[config.mk]
export PLATFORM = sky130hd
export DESIGN_NAME = timed_event_queue_unit_flat
export DESIGN_NICKNAME = d
export VERILOG_FILES = /design/src/sv/teq_pkg.sv /design/src/sv/teq_if.sv /design/src/sv/timed_event_queue_unit.sv /design/src/flat_wrapper.sv
export SDC_FILE = /design/constraint.sdc
export NUM_CORES = 1
export LEC_CHECK = 0
export BUFFER_PORTS_ARGS = -buffer_cell sky130_fd_sc_hd__buf_2
export CORE_ASPECT_RATIO = 0.75
export CORE_MARGIN = 4
export CORE_UTILIZATION = 45
export CTS_CLUSTER_DIAMETER = 100
export DETAILED_ROUTE_END_ITERATION = 6
export GPL_ROUTABILITY_DRIVEN = 0
export PLACE_DENSITY = 0.62
export SYNTH_ARGS = -nofsm -noshare
export SYNTH_HDL_FRONTEND = slang
export SYNTH_SLANG_ARGS = --single-unit
[constraint.sdc]
create_clock -name clk -period 5.9 [get_ports clk]
set_input_delay 0.295 -clock clk [delete_from_list [all_inputs] [get_ports clk]]
set_output_delay 0.295 -clock clk [all_outputs]
set_load 0.02 [all_outputs]
[src/sv/teq_pkg.sv]
// Shared constants, codes and types of the timed event queue.
// No dependencies; every other file imports this package.
package teq_pkg;

  localparam int QUEUE_DEPTH = 16;
  localparam int ID_WIDTH    = 16;
  localparam int TIME_W      = 32;
  localparam int IDX_W       = $clog2(QUEUE_DEPTH);
  localparam int CNT_W       = $clog2(QUEUE_DEPTH + 1);

  typedef logic [1:0] req_type_t;
  localparam req_type_t REQ_ADD     = 2'd0;
  localparam req_type_t REQ_REMOVE  = 2'd1;
  localparam req_type_t REQ_ADVANCE = 2'd2;

  typedef logic [2:0] status_t;
  localparam status_t ST_FIRED    = 3'd0;
  localparam status_t ST_ADDED    = 3'd1;
  localparam status_t ST_LATE     = 3'd2;
  localparam status_t ST_FULL     = 3'd3;
  localparam status_t ST_REMOVED  = 3'd4;
  localparam status_t ST_ADVANCED = 3'd5;

  typedef struct packed {
    logic [TIME_W-1:0]   due;
    logic [ID_WIDTH-1:0] id;
  } entry_t;

endpackage

[src/sv/teq_if.sv]
// Request and response channel interfaces of the timed event queue.
// Depends on teq_pkg for field widths and codes.
interface teq_req_if;
  import teq_pkg::*;
  logic                valid;
  logic                ready;
  req_type_t           req_type;
  logic [TIME_W-1:0]   op_time;
  logic [ID_WIDTH-1:0] event_id;
  modport source (output valid, req_type, op_time, event_id, input ready);
  modport sink (input valid, req_type, op_time, event_id, output ready);
endinterface

interface teq_rsp_if;
  import teq_pkg::*;
  logic                valid;
  logic                ready;
  status_t             status;
  logic [ID_WIDTH-1:0] fired_id;
  logic [TIME_W-1:0]   fired_time;
  logic [CNT_W-1:0]    item_count;
  logic                last;
  modport source (output valid, status, fired_id, fired_time, item_count, last,
                  input ready);
  modport sink (input valid, status, fired_id, fired_time, item_count, last,
                output ready);
endinterface

[src/sv/timed_event_queue_unit.sv]
// Timed event queue: sorted event store in one synchronous memory.
// Depends on teq_pkg and the channel interfaces in teq_if.sv.
//
// Usage:
//   req carries one request: add (due time, id), remove (time) or
//   advance (amount). rsp returns zero or more fired events followed by
//   one status item with last set.
//   Entries live in a QUEUE_DEPTH-deep memory with a registered read port,
//   kept sorted by due time. Each request walks the stored entries at most
//   once, one entry per cycle: an add walks backward from the tail shifting
//   later entries up, remove and advance walk forward and compact.
//   Late and full adds skip the walk and go straight to the status.
//   Fired events do not hold up the walk while rsp is ready.
//   req is ready again once the status is loaded.
//   A waiting status does not block the next request.
//   If rsp stalls during an advance, the walk pauses on the entry to fire.
//   Reset empties the queue and sets the current time to zero; memory
//   contents are not cleared (entries at or above the count are never read).
//   Request type 3 is taken and ignored.
module timed_event_queue_unit (
  input logic      clk,
  input logic      rst,
  teq_req_if.sink  req,
  teq_rsp_if.source rsp
);
  import teq_pkg::*;

  localparam logic [1:0] S_IDLE   = 2'd0;
  localparam logic [1:0] S_ADD    = 2'd1;
  localparam logic [1:0] S_CMP    = 2'd2;
  localparam logic [1:0] S_FINISH = 2'd3;

  logic [1:0]          state;
  logic [CNT_W-1:0]    count;
  logic [TIME_W-1:0]   cur_time;
  logic [TIME_W-1:0]   end_time;
  logic [TIME_W-1:0]   op_t;
  logic [ID_WIDTH-1:0] new_id;
  logic                is_adv;
  status_t             fin_status;
  logic [IDX_W-1:0]    rd_idx;
  logic [CNT_W-1:0]    rd_left;
  logic [IDX_W-1:0]    pidx;
  logic                pv;
  logic [CNT_W-1:0]    dst;
  logic [CNT_W-1:0]    gone;

  entry_t              mem [QUEUE_DEPTH];
  entry_t              rdata;
  logic                we;
  logic [IDX_W-1:0]    waddr;
  entry_t              wdata;

  logic                out_valid;
  status_t             out_status;
  logic [ID_WIDTH-1:0] out_id;
  logic [TIME_W-1:0]   out_time;
  logic [CNT_W-1:0]    out_count;
  logic                out_last;

  logic                in_acc;
  logic                out_free;
  logic                out_load;
  logic                cmp_hit;
  logic                consume;
  logic                ins_here;
  logic                rd_en;
  logic                scan_end;
  logic [TIME_W:0]     sum;
  logic [TIME_W-1:0]   sat_end;

  assign req.ready      = (state == S_IDLE);
  assign in_acc         = req.valid && req.ready;
  assign out_free       = !out_valid || rsp.ready;
  assign rsp.valid      = out_valid;
  assign rsp.status     = out_status;
  assign rsp.fired_id   = out_id;
  assign rsp.fired_time = out_time;
  assign rsp.item_count = out_count;
  assign rsp.last       = out_last;

  assign sum     = {1'b0, cur_time} + {1'b0, req.op_time};
  assign sat_end = sum[TIME_W] ? '1 : sum[TIME_W-1:0];

  assign out_load = ((state == S_CMP) && consume && cmp_hit && is_adv)
                    || ((state == S_FINISH) && out_free);

  always_comb begin
    cmp_hit  = is_adv ? ((rdata.due >= cur_time) && (rdata.due <= end_time))
                      : (rdata.due == op_t);
    consume  = pv && ((state == S_ADD) || !(is_adv && cmp_hit) || out_free);
    ins_here = consume && (state == S_ADD) && (rdata.due <= op_t);
    rd_en    = ((state == S_ADD) || (state == S_CMP)) && (rd_left != '0)
               && (!pv || consume) && !ins_here;
    scan_end = (rd_left == '0) && !pv;
  end

  always_comb begin
    we    = 1'b0;
    waddr = pidx + 1'b1;
    wdata = rdata;
    unique case (state)
      S_ADD: begin
        if (consume) begin
          we = 1'b1;
          if (ins_here) begin
            wdata = '{due: op_t, id: new_id};
          end
        end else if (scan_end) begin
          we    = 1'b1;
          waddr = '0;
          wdata = '{due: op_t, id: new_id};
        end
      end
      S_CMP: begin
        if (consume && !cmp_hit) begin
          we    = 1'b1;
          waddr = dst[IDX_W-1:0];
        end
      end
      default: begin
        we = 1'b0;
      end
    endcase
  end

  always_ff @(posedge clk) begin
    if (we) begin
      mem[waddr] <= wdata;
    end
    if (rd_en) begin
      rdata <= mem[rd_idx];
    end
  end

  always_ff @(posedge clk) begin
    if (rst) begin
      state     <= S_IDLE;
      count     <= '0;
      cur_time  <= '0;
      pv        <= 1'b0;
      out_valid <= 1'b0;
    end else begin
      if (out_load) begin
        out_valid <= 1'b1;
      end else if (rsp.ready) begin
        out_valid <= 1'b0;
      end
      if (rd_en) begin
        pv      <= 1'b1;
        pidx    <= rd_idx;
        rd_left <= rd_left - 1'b1;
      end else if (consume) begin
        pv <= 1'b0;
      end
      unique case (state)
        S_IDLE: begin
          if (in_acc) begin
            op_t     <= req.op_time;
            new_id   <= req.event_id;
            is_adv   <= (req.req_type == REQ_ADVANCE);
            end_time <= sat_end;
            gone     <= '0;
            dst      <= '0;
            rd_left  <= count;
            unique case (req.req_type)
              REQ_ADD: begin
                rd_idx <= IDX_W'(count - 1'b1);
                if (req.op_time < cur_time) begin
                  fin_status <= ST_LATE;
                  state      <= S_FINISH;
                end else if (count == CNT_W'(QUEUE_DEPTH)) begin
                  fin_status <= ST_FULL;
                  state      <= S_FINISH;
                end else begin
                  fin_status <= ST_ADDED;
                  state      <= S_ADD;
                end
              end
              REQ_REMOVE: begin
                rd_idx     <= '0;
                fin_status <= ST_REMOVED;
                state      <= S_CMP;
              end
              REQ_ADVANCE: begin
                rd_idx     <= '0;
                fin_status <= ST_ADVANCED;
                state      <= S_CMP;
              end
              default: begin
                state <= S_IDLE;
              end
            endcase
          end
        end
        S_ADD: begin
          if (rd_en) begin
            rd_idx <= rd_idx - 1'b1;
          end
          if (ins_here) begin
            count <= count + 1'b1;
            state <= S_FINISH;
          end else if (scan_end) begin
            count <= count + 1'b1;
            state <= S_FINISH;
          end
        end
        S_CMP: begin
          if (rd_en) begin
            rd_idx <= rd_idx + 1'b1;
          end
          if (consume) begin
            if (cmp_hit) begin
              gone <= gone + 1'b1;
              if (is_adv) begin
                out_status <= ST_FIRED;
                out_id     <= rdata.id;
                out_time   <= rdata.due;
                out_count  <= '0;
                out_last   <= 1'b0;
              end
            end else begin
              dst <= dst + 1'b1;
            end
          end
          if (scan_end) begin
            count <= dst;
            if (is_adv) begin
              cur_time <= end_time;
            end
            state <= S_FINISH;
          end
        end
        S_FINISH: begin
          if (out_free) begin
            out_status <= fin_status;
            out_id     <= '0;
            out_time   <= cur_time;
            out_count  <= gone;
            out_last   <= 1'b1;
            state      <= S_IDLE;
          end
        end
        default: begin
          state <= S_IDLE;
        end
      endcase
    end
  end

  a_count_bound: assert property (@(posedge clk) disable iff (rst)
    count <= CNT_W'(QUEUE_DEPTH))
    else $error("entry count above queue depth");

  a_no_stale_read: assert property (@(posedge clk) disable iff (rst)
    (state == S_IDLE || state == S_FINISH) |-> !pv)
    else $error("read data pending outside a walk");

  a_no_rw_clash: assert property (@(posedge clk) disable iff (rst)
    (we && rd_en) |-> (waddr != rd_idx))
    else $error("memory write and read hit the same entry");

  a_compact_order: assert property (@(posedge clk) disable iff (rst)
    (state == S_CMP) |-> (dst <= count))
    else $error("compaction write index passed the entry count");

  a_last_is_status: assert property (@(posedge clk) disable iff (rst)
    (out_valid && out_last) |-> (out_status != ST_FIRED))
    else $error("fired event marked last");

endmodule

[src/flat_wrapper.sv]
// flat-port wrapper written by rule: the top's interface ports become plain ports
module timed_event_queue_unit_flat import teq_pkg::*;
  (clk, rst, req_valid, req_req_type, req_op_time, req_event_id, req_ready, rsp_valid, rsp_status, rsp_fired_id, rsp_fired_time, rsp_item_count, rsp_last, rsp_ready);
  teq_req_if req_i ();
  teq_rsp_if rsp_i ();
  input logic clk;
  input logic rst;
  input wire logic [$bits(req_i.valid)-1:0] req_valid;
  input wire logic [$bits(req_i.req_type)-1:0] req_req_type;
  input wire logic [$bits(req_i.op_time)-1:0] req_op_time;
  input wire logic [$bits(req_i.event_id)-1:0] req_event_id;
  output wire logic [$bits(req_i.ready)-1:0] req_ready;
  output wire logic [$bits(rsp_i.valid)-1:0] rsp_valid;
  output wire logic [$bits(rsp_i.status)-1:0] rsp_status;
  output wire logic [$bits(rsp_i.fired_id)-1:0] rsp_fired_id;
  output wire logic [$bits(rsp_i.fired_time)-1:0] rsp_fired_time;
  output wire logic [$bits(rsp_i.item_count)-1:0] rsp_item_count;
  output wire logic [$bits(rsp_i.last)-1:0] rsp_last;
  input wire logic [$bits(rsp_i.ready)-1:0] rsp_ready;
  assign req_i.valid = req_valid;
  assign req_i.req_type = req_req_type;
  assign req_i.op_time = req_op_time;
  assign req_i.event_id = req_event_id;
  assign req_ready = req_i.ready;
  assign rsp_valid = rsp_i.valid;
  assign rsp_status = rsp_i.status;
  assign rsp_fired_id = rsp_i.fired_id;
  assign rsp_fired_time = rsp_i.fired_time;
  assign rsp_item_count = rsp_i.item_count;
  assign rsp_last = rsp_i.last;
  assign rsp_i.ready = rsp_ready;
  timed_event_queue_unit u_core (.clk(clk), .rst(rst), .req(req_i), .rsp(rsp_i));
endmodule
==> flow_summary.ini, run 1 <==
[worst_setup_path]
cp_common_cell = nand2_1
arrival_ns = 5.12
cp_cell_sequence = ha_1 -> and4_1 -> nand2_1 -> nor4_1 -> a22oi_1 -> a22oi_2 -> mux2_2 -> nand2_1 -> nand3_1 -> nor2_4 -> buf_12
setup.worst_path.start = u_core.rdata[29]
critPathKind = reg -> reg
cp_max_fo = 29
start_kind = register
cpPeakStageDelay_ns = 0.75
end_kind = register
reg2reg_slack_ns = 1.14
critPathSlowestCell = nor2_4
r2r-start = u_core.rdata[29]
worstPathRequired_ns = 6.26

[floorplanning]
dieArea_um2 = 103000
die_height_um = 279
ioPinCount = 113
die_w_um = 369
rows = 99
initial_core_util_pct = 45.3
core-area_um2 = 97100

[timing]
finalClockSkew_ns = 0.0249
finalCritPeriodShare_pct = 80.7
setup_violations = 0
fmax_ghz = 0.210
relSlewSlack_pct = 28.9
drv_slew = 0
fin_ws_ns = 1.14
tightestPinTransition_ns = 1.07
hold_viol_final = 0
rsz0062_at_grt = false
finalSetupTns_ns = 0
fin_crit_ns = 4.76

[grt]
grt_pass1_vias = 23900
grt_pass1_wl_mm = 156
gr-total-overflow = 0
grt_use_total_pct = 20.3
grt_max_degree = 130
antenna_found_initial = 4

[clock_tree]
cts_setup_buffers = 0
clock_latency_ns = 0.69
hold_buffers = 48
cts_inserted_buffers = 97
root_buffer = clkbuf_16
cts_tree = built
cts.clk_slew.worst_paths_ns = 0.07
post_cts_resized = 0
cts_num_sinks = 1021
cts_buffer_depth = 3
ctsHtreeMaxLevel = 3

[drt]
drt_iter0_drc = 2553
ant_nets = 0
vias_per_cell = 5.78
wl_per_cell_um = 25.5
dr.max_layer_used = met4
dr.pass1.iters = 5
met2_length_mm = 46.3
num_vias = 23600
dr_wl_met3_mm = 7.11
drc_errors = 0
totalWireLength_mm = 104
wl_met1_mm = 48.8

[final_layout]
drive_above_1_share_pct = 23.8
finalNetCount = 2930
syn_to_final_growth_pct = 13.7
fillers = 7852
post-route-util_pct = 51.6

[synth]
synth_ff_type = edfxtp_1
synth-seq-area-share_pct = 68.7
yosys_warnings = 0
syn_area_um2 = 44000
yosysUniqueCellTypes = 91
ys_ff_latch = 1021
syn_inst = 2498
synth.net_count = 2731
async_flop_share_pct = 0
synth_edf_count = 980
synth_area_per_cell_um2 = 17.6

[placed_design]
port_buffers = 112
place.detailed.hpwl_mm = 65.1
dp_slack_ns = 1.10

[pwr]
peakVddDrop_uv = 215
p_per_area_nw_per_um2 = 312
finalPower_mw = 15.6
leakage_nw = 16.7

[outcome]
status = complete, no violations

[hold_path]
min_from = req_valid
hp-class = in -> reg

[job]
drv_cap = 0
==> path summary, 6_finish.rpt <==
path                                             to  cells past startpoint
worst max-delay path               u_core.mem[2][7]                     11
worst min-delay path              u_core.rd_left[4]                      3
worst max register to register     u_core.mem[2][7]                     11
worst min register to register  u_core.cur_time[25]                      2
==> Yosys cell counts (9+ instances only) <==
cell type	count	area (um^2)
nor2_1	107	402
xnor2_1	27	236
o21ai_0	45	225
and2_1	11	68.8
ha_1	177	2210
nand2_1	143	537
dfxtp_1	41	821
xor2_1	10	87.6
mux4_2	240	5410
nand2b_1	9	56.3
inv_1	137	514
buf_1	17	63.8
mux2_2	75	845
nor2b_1	29	181
a21o_1	13	97.6
a21oi_1	120	601
nand3_1	26	130
nor3_1	19	95.1
clkbuf_1	65	244
edfxtp_1	980	29400
a211oi_1	13	97.6
nand4_1	24	150
o21bai_1	11	82.6
==> flip-flops by register name (all words and copies together), names as in the netlist, 3 cells and up <==
signal	flops
u_core.count	5
u_core.cur_time	32
u_core.dst	5
u_core.end_time	32
u_core.fin_status	3
u_core.gone	5
u_core.mem	768
u_core.new_id	16
u_core.op_t	32
u_core.pidx	4
u_core.rd_idx	4
u_core.rd_left	5
u_core.rdata	48
u_core.rsp.fired_id	16
u_core.rsp.fired_time	32
u_core.rsp.item_count	5
u_core.rsp.status	3
==> cells by family after synthesis <==
logic type	share of synthesized area [%]
buf+inv	2.15
fa+ha+maj	5.12
xor+xnor	0.736
simple gates	4.56
flops	68.7
mux	14.6
compound gates	4.18
==> final cells by class <==
cell class / count / area (um^2) / area share (%)
Inverter: 138 / 518 / 1.03
Tap cell: 1313 / 1640 / 3.28
Antenna cell: 4 / 10.0 / 0.0200
Clock inverter: 60 / 591 / 1.18
Clock buffer: 113 / 2520 / 5.03
Sequential cell: 1021 / 30200 / 60.4
Timing Repair Buffer: 198 / 1560 / 3.12
Multi-Input combinational cell: 1241 / 13000 / 25.9
==> through the flow <==
| step | hold slack (ns) | cells | area [um^2] |
|---|---|---|---|
| floorplan | 0.394 | 2498 | 44000 |
| global placement | 0.472 | 3863 | 46500 |
| detailed placement | 0.474 | 3863 | 46500 |
| CTS | 0.00534 | 4084 | 50100 |
| global route | 0.0578 | 4084 | 50100 |
| finish | 0.0661 | 4088 | 50100 |
==> critical path, delay by kind of cell, from the launching register on <==
family | cells | cell delay (ns)
compound gates | 2 | 0.75
fa+ha+maj | 1 | 0.34
buf+inv | 1 | 0.31
flops | 1 | 0.48
mux | 1 | 0.41
simple gates | 6 | 2.09
==> power by group <==
| part | total [mW] | internal, mW | switching (mW) |
|---|---|---|---|
| Combinational | 1.26 | 0.515 | 0.749 |
| Clock | 6.15 | 3.42 | 2.73 |
| Sequential | 8.19 | 8.11 | 0.0800 |
| Total | 15.6 | 12.0 | 3.56 |
==> cells in the final DEF, fill, tap and decap left out, types with 41 or more instances in the layout <==
cell type,instances
a21oi_1,120
buf_2,112
clkbuf_16,98
dfxtp_1,41
dlygate4sd3_1,48
edfxtp_1,980
ha_1,176
inv_1,136
mux2_2,75
mux4_2,240
nand2_1,143
nor2_1,89
o21ai_0,45
==> per-layer routing <==
layer	vias to the layer above	GRT usage, %
met5	-	0
met4	0	4.18
met3	145	3.87
met2	843	30.2
met1	12400	31.5
li1	10300	-
Note: power is estimated with default switching activity, not from simulation.
==> run 2, diff against run 1 <==
Clock period 5.9 ns to 4.6 ns, I/O delays scaled along.
==> run 2 against run 1 <==
Net effect: utilization grew 0.65 points; die area stayed put; critical path depth is 1 lower; the flow now finishes with violations (DRC); sequential share of layout area fell by 0.75 points; clock skew grew 0.021 ns; flip-flop and latch count unchanged; design area rose by 1.3%; fmax increased by 15%; clock power is 30% higher; worst hold slack gained 0.081 ns.
==> flow_summary.ini, run 2 (synthesis gave the netlist of run 1 again) <==
[placed_design]
port_buffers = 112
place.detailed.hpwl_mm = 64.9
dp_slack_ns = 0.430

[clock_tree]
ctsHtreeMaxLevel = 3
cts_buffer_depth = 3
post_cts_resized = 0
cts.clk_slew.worst_paths_ns = 0.06
cts_tree = built
root_buffer = clkbuf_16
cts_inserted_buffers = 100
cts_num_sinks = 1021
clock_latency_ns = 0.71

[floorplanning]
dieArea_um2 = 103000
rows = 99
die_height_um = 279
die_w_um = 369
ioPinCount = 113
initial_core_util_pct = 45.3
core-area_um2 = 97100

[final_layout]
fillers = 7806
most-common-layout-cells = edfxtp_1, mux4_2, ha_1
multi_input_area_um2 = 13000
finalNetCount = 2969
antennaDiodeCount = 0
largest_reg_flops = 768
final-seq-area_um2 = 30200
regMostFlops = u_core.mem
post-route-util_pct = 52.2
syn_to_final_growth_pct = 15.2
drive_above_1_share_pct = 24.8
reg_top3 = u_core.mem x768, u_core.rdata x48
final_common_cell = edfxtp_1

[timing]
relSlewSlack_pct = 11.8
finalClockSkew_ns = 0.0459
fmax_ghz = 0.241
fin_ws_ns = 0.448
tightestPinTransition_ns = 1.32
rsz0062_at_grt = false
finalCritPeriodShare_pct = 90.3
setup_violations = 0
drv_slew = 0
fin_crit_ns = 4.15
hold_viol_final = 0
holdWs_ns = 0.147

[worst_setup_path]
start_kind = register
critPathKind = reg -> reg
cp_common_cell = nand2_1
arrival_ns = 4.46
crit_buf_inv = 1
crit_family = simple AND/OR/NAND/NOR gates
end_kind = register
cpPeakStageDelay_ns = 0.64
cp_max_fo = 21
cp_cell_sequence = ha_1 -> nand4_1 -> nor4_1 -> a22oi_1 -> a22oi_2 -> mux2_2 -> nand2_1 -> nand2_1 -> nor2_4 -> buf_4
worstPathRequired_ns = 4.91
critPathSlowestCell = edfxtp_1

[grt]
grt_pass1_wl_mm = 158
gr-total-overflow = 0
antenna_found_initial = 5
grt_use_total_pct = 20.6
grt_pass1_vias = 23900
grt_max_degree = 58

[pwr]
peakVddDrop_uv = 299
leakage_nw = 17.0
p_per_area_nw_per_um2 = 396
finalPower_mw = 20.1

[drt]
vias_per_cell = 5.73
wl_per_cell_um = 25.5
totalWireLength_mm = 105
dr.pass1.iters = 7
drc_errors = 1
ant_nets = 0
drt_iter0_drc = 2525
num_vias = 23700

[hold_path]
hp-class = in -> reg

[outcome]
status = finished, violations left
failed_checks = DRC

[job]
drv_cap = 0
-- run 2: cell count changes in the layout (fill, tap and decap cells not counted), moves of 4 or more --
cell,previous run,this run
buf_12,19,42
clkinv_2,12,18
clkinv_1,26,20
clkbuf_1,14,24
diode_2,4,0
buf_4,19,28
dlygate4sd3_1,48,52
-- run 2: worst reg2reg max path: cells and delay by family (launching register included) --
kind                       cells  cell delay, ns
and+or+nand+nor                5            1.20
DFF                            1            0.64
AOI/OAI and AO/OA              2            0.59
adders and majority gates      1            0.46
buffers and inverters          1            0.43
muxes                          1            0.41
-- run 2: layout make-up --
class | count | area share, %
tap | 1313 | 3.24
clock inverter | 59 | 1.09
inverter | 138 | 1.02
clock buffer | 126 | 5.19
timing repair buffer | 234 | 4.20
multi-input combinational | 1241 | 25.6
sequential | 1021 | 59.6
-- run 2: stage by stage --
stage	area (um^2)	TNS (ns)	std cells
2_1_floorplan	44100	-124.14	2498
3_3_place_gp	47000	0	3895
3_5_place_dp	47000	0	3895
4_1_cts	50700	0	4132
5_1_grt	50700	0	4132
6_report	50700	0	4132
-- run 2: per-layer routing --
metal  share of wire [%]  track usage (%)
met1                  46             31.4
met5                   0                0
met2                  46             31.6
met3                 6.9             3.65
met4                 1.6             3.75
-- run 2: timing repair --
item                                   CTS  global route
hold buffers                            52             0
endpoints found under the hold margin   51             0
buffers inserted                         0             0
-- run 2: worst paths after layout --
path                                          start                   end  slack, ns  depth (start not counted)
worst max-delay path               u_core.rdata[47]    u_core.mem[15][25]       0.45                         10
worst min-delay path                req_req_type[0]  u_core.fin_status[1]       0.15                          3
worst max register to register     u_core.rdata[47]    u_core.mem[15][25]       0.45                         10
worst min register to register  u_core.cur_time[18]   u_core.cur_time[18]       0.49                          2
-- run 2: where the power goes --
| group | internal, mW | switching (mW) |
|---|---|---|
| sequential | 10.4 | 0.124 |
| clock | 4.42 | 3.56 |
| combinational | 0.681 | 0.906 |
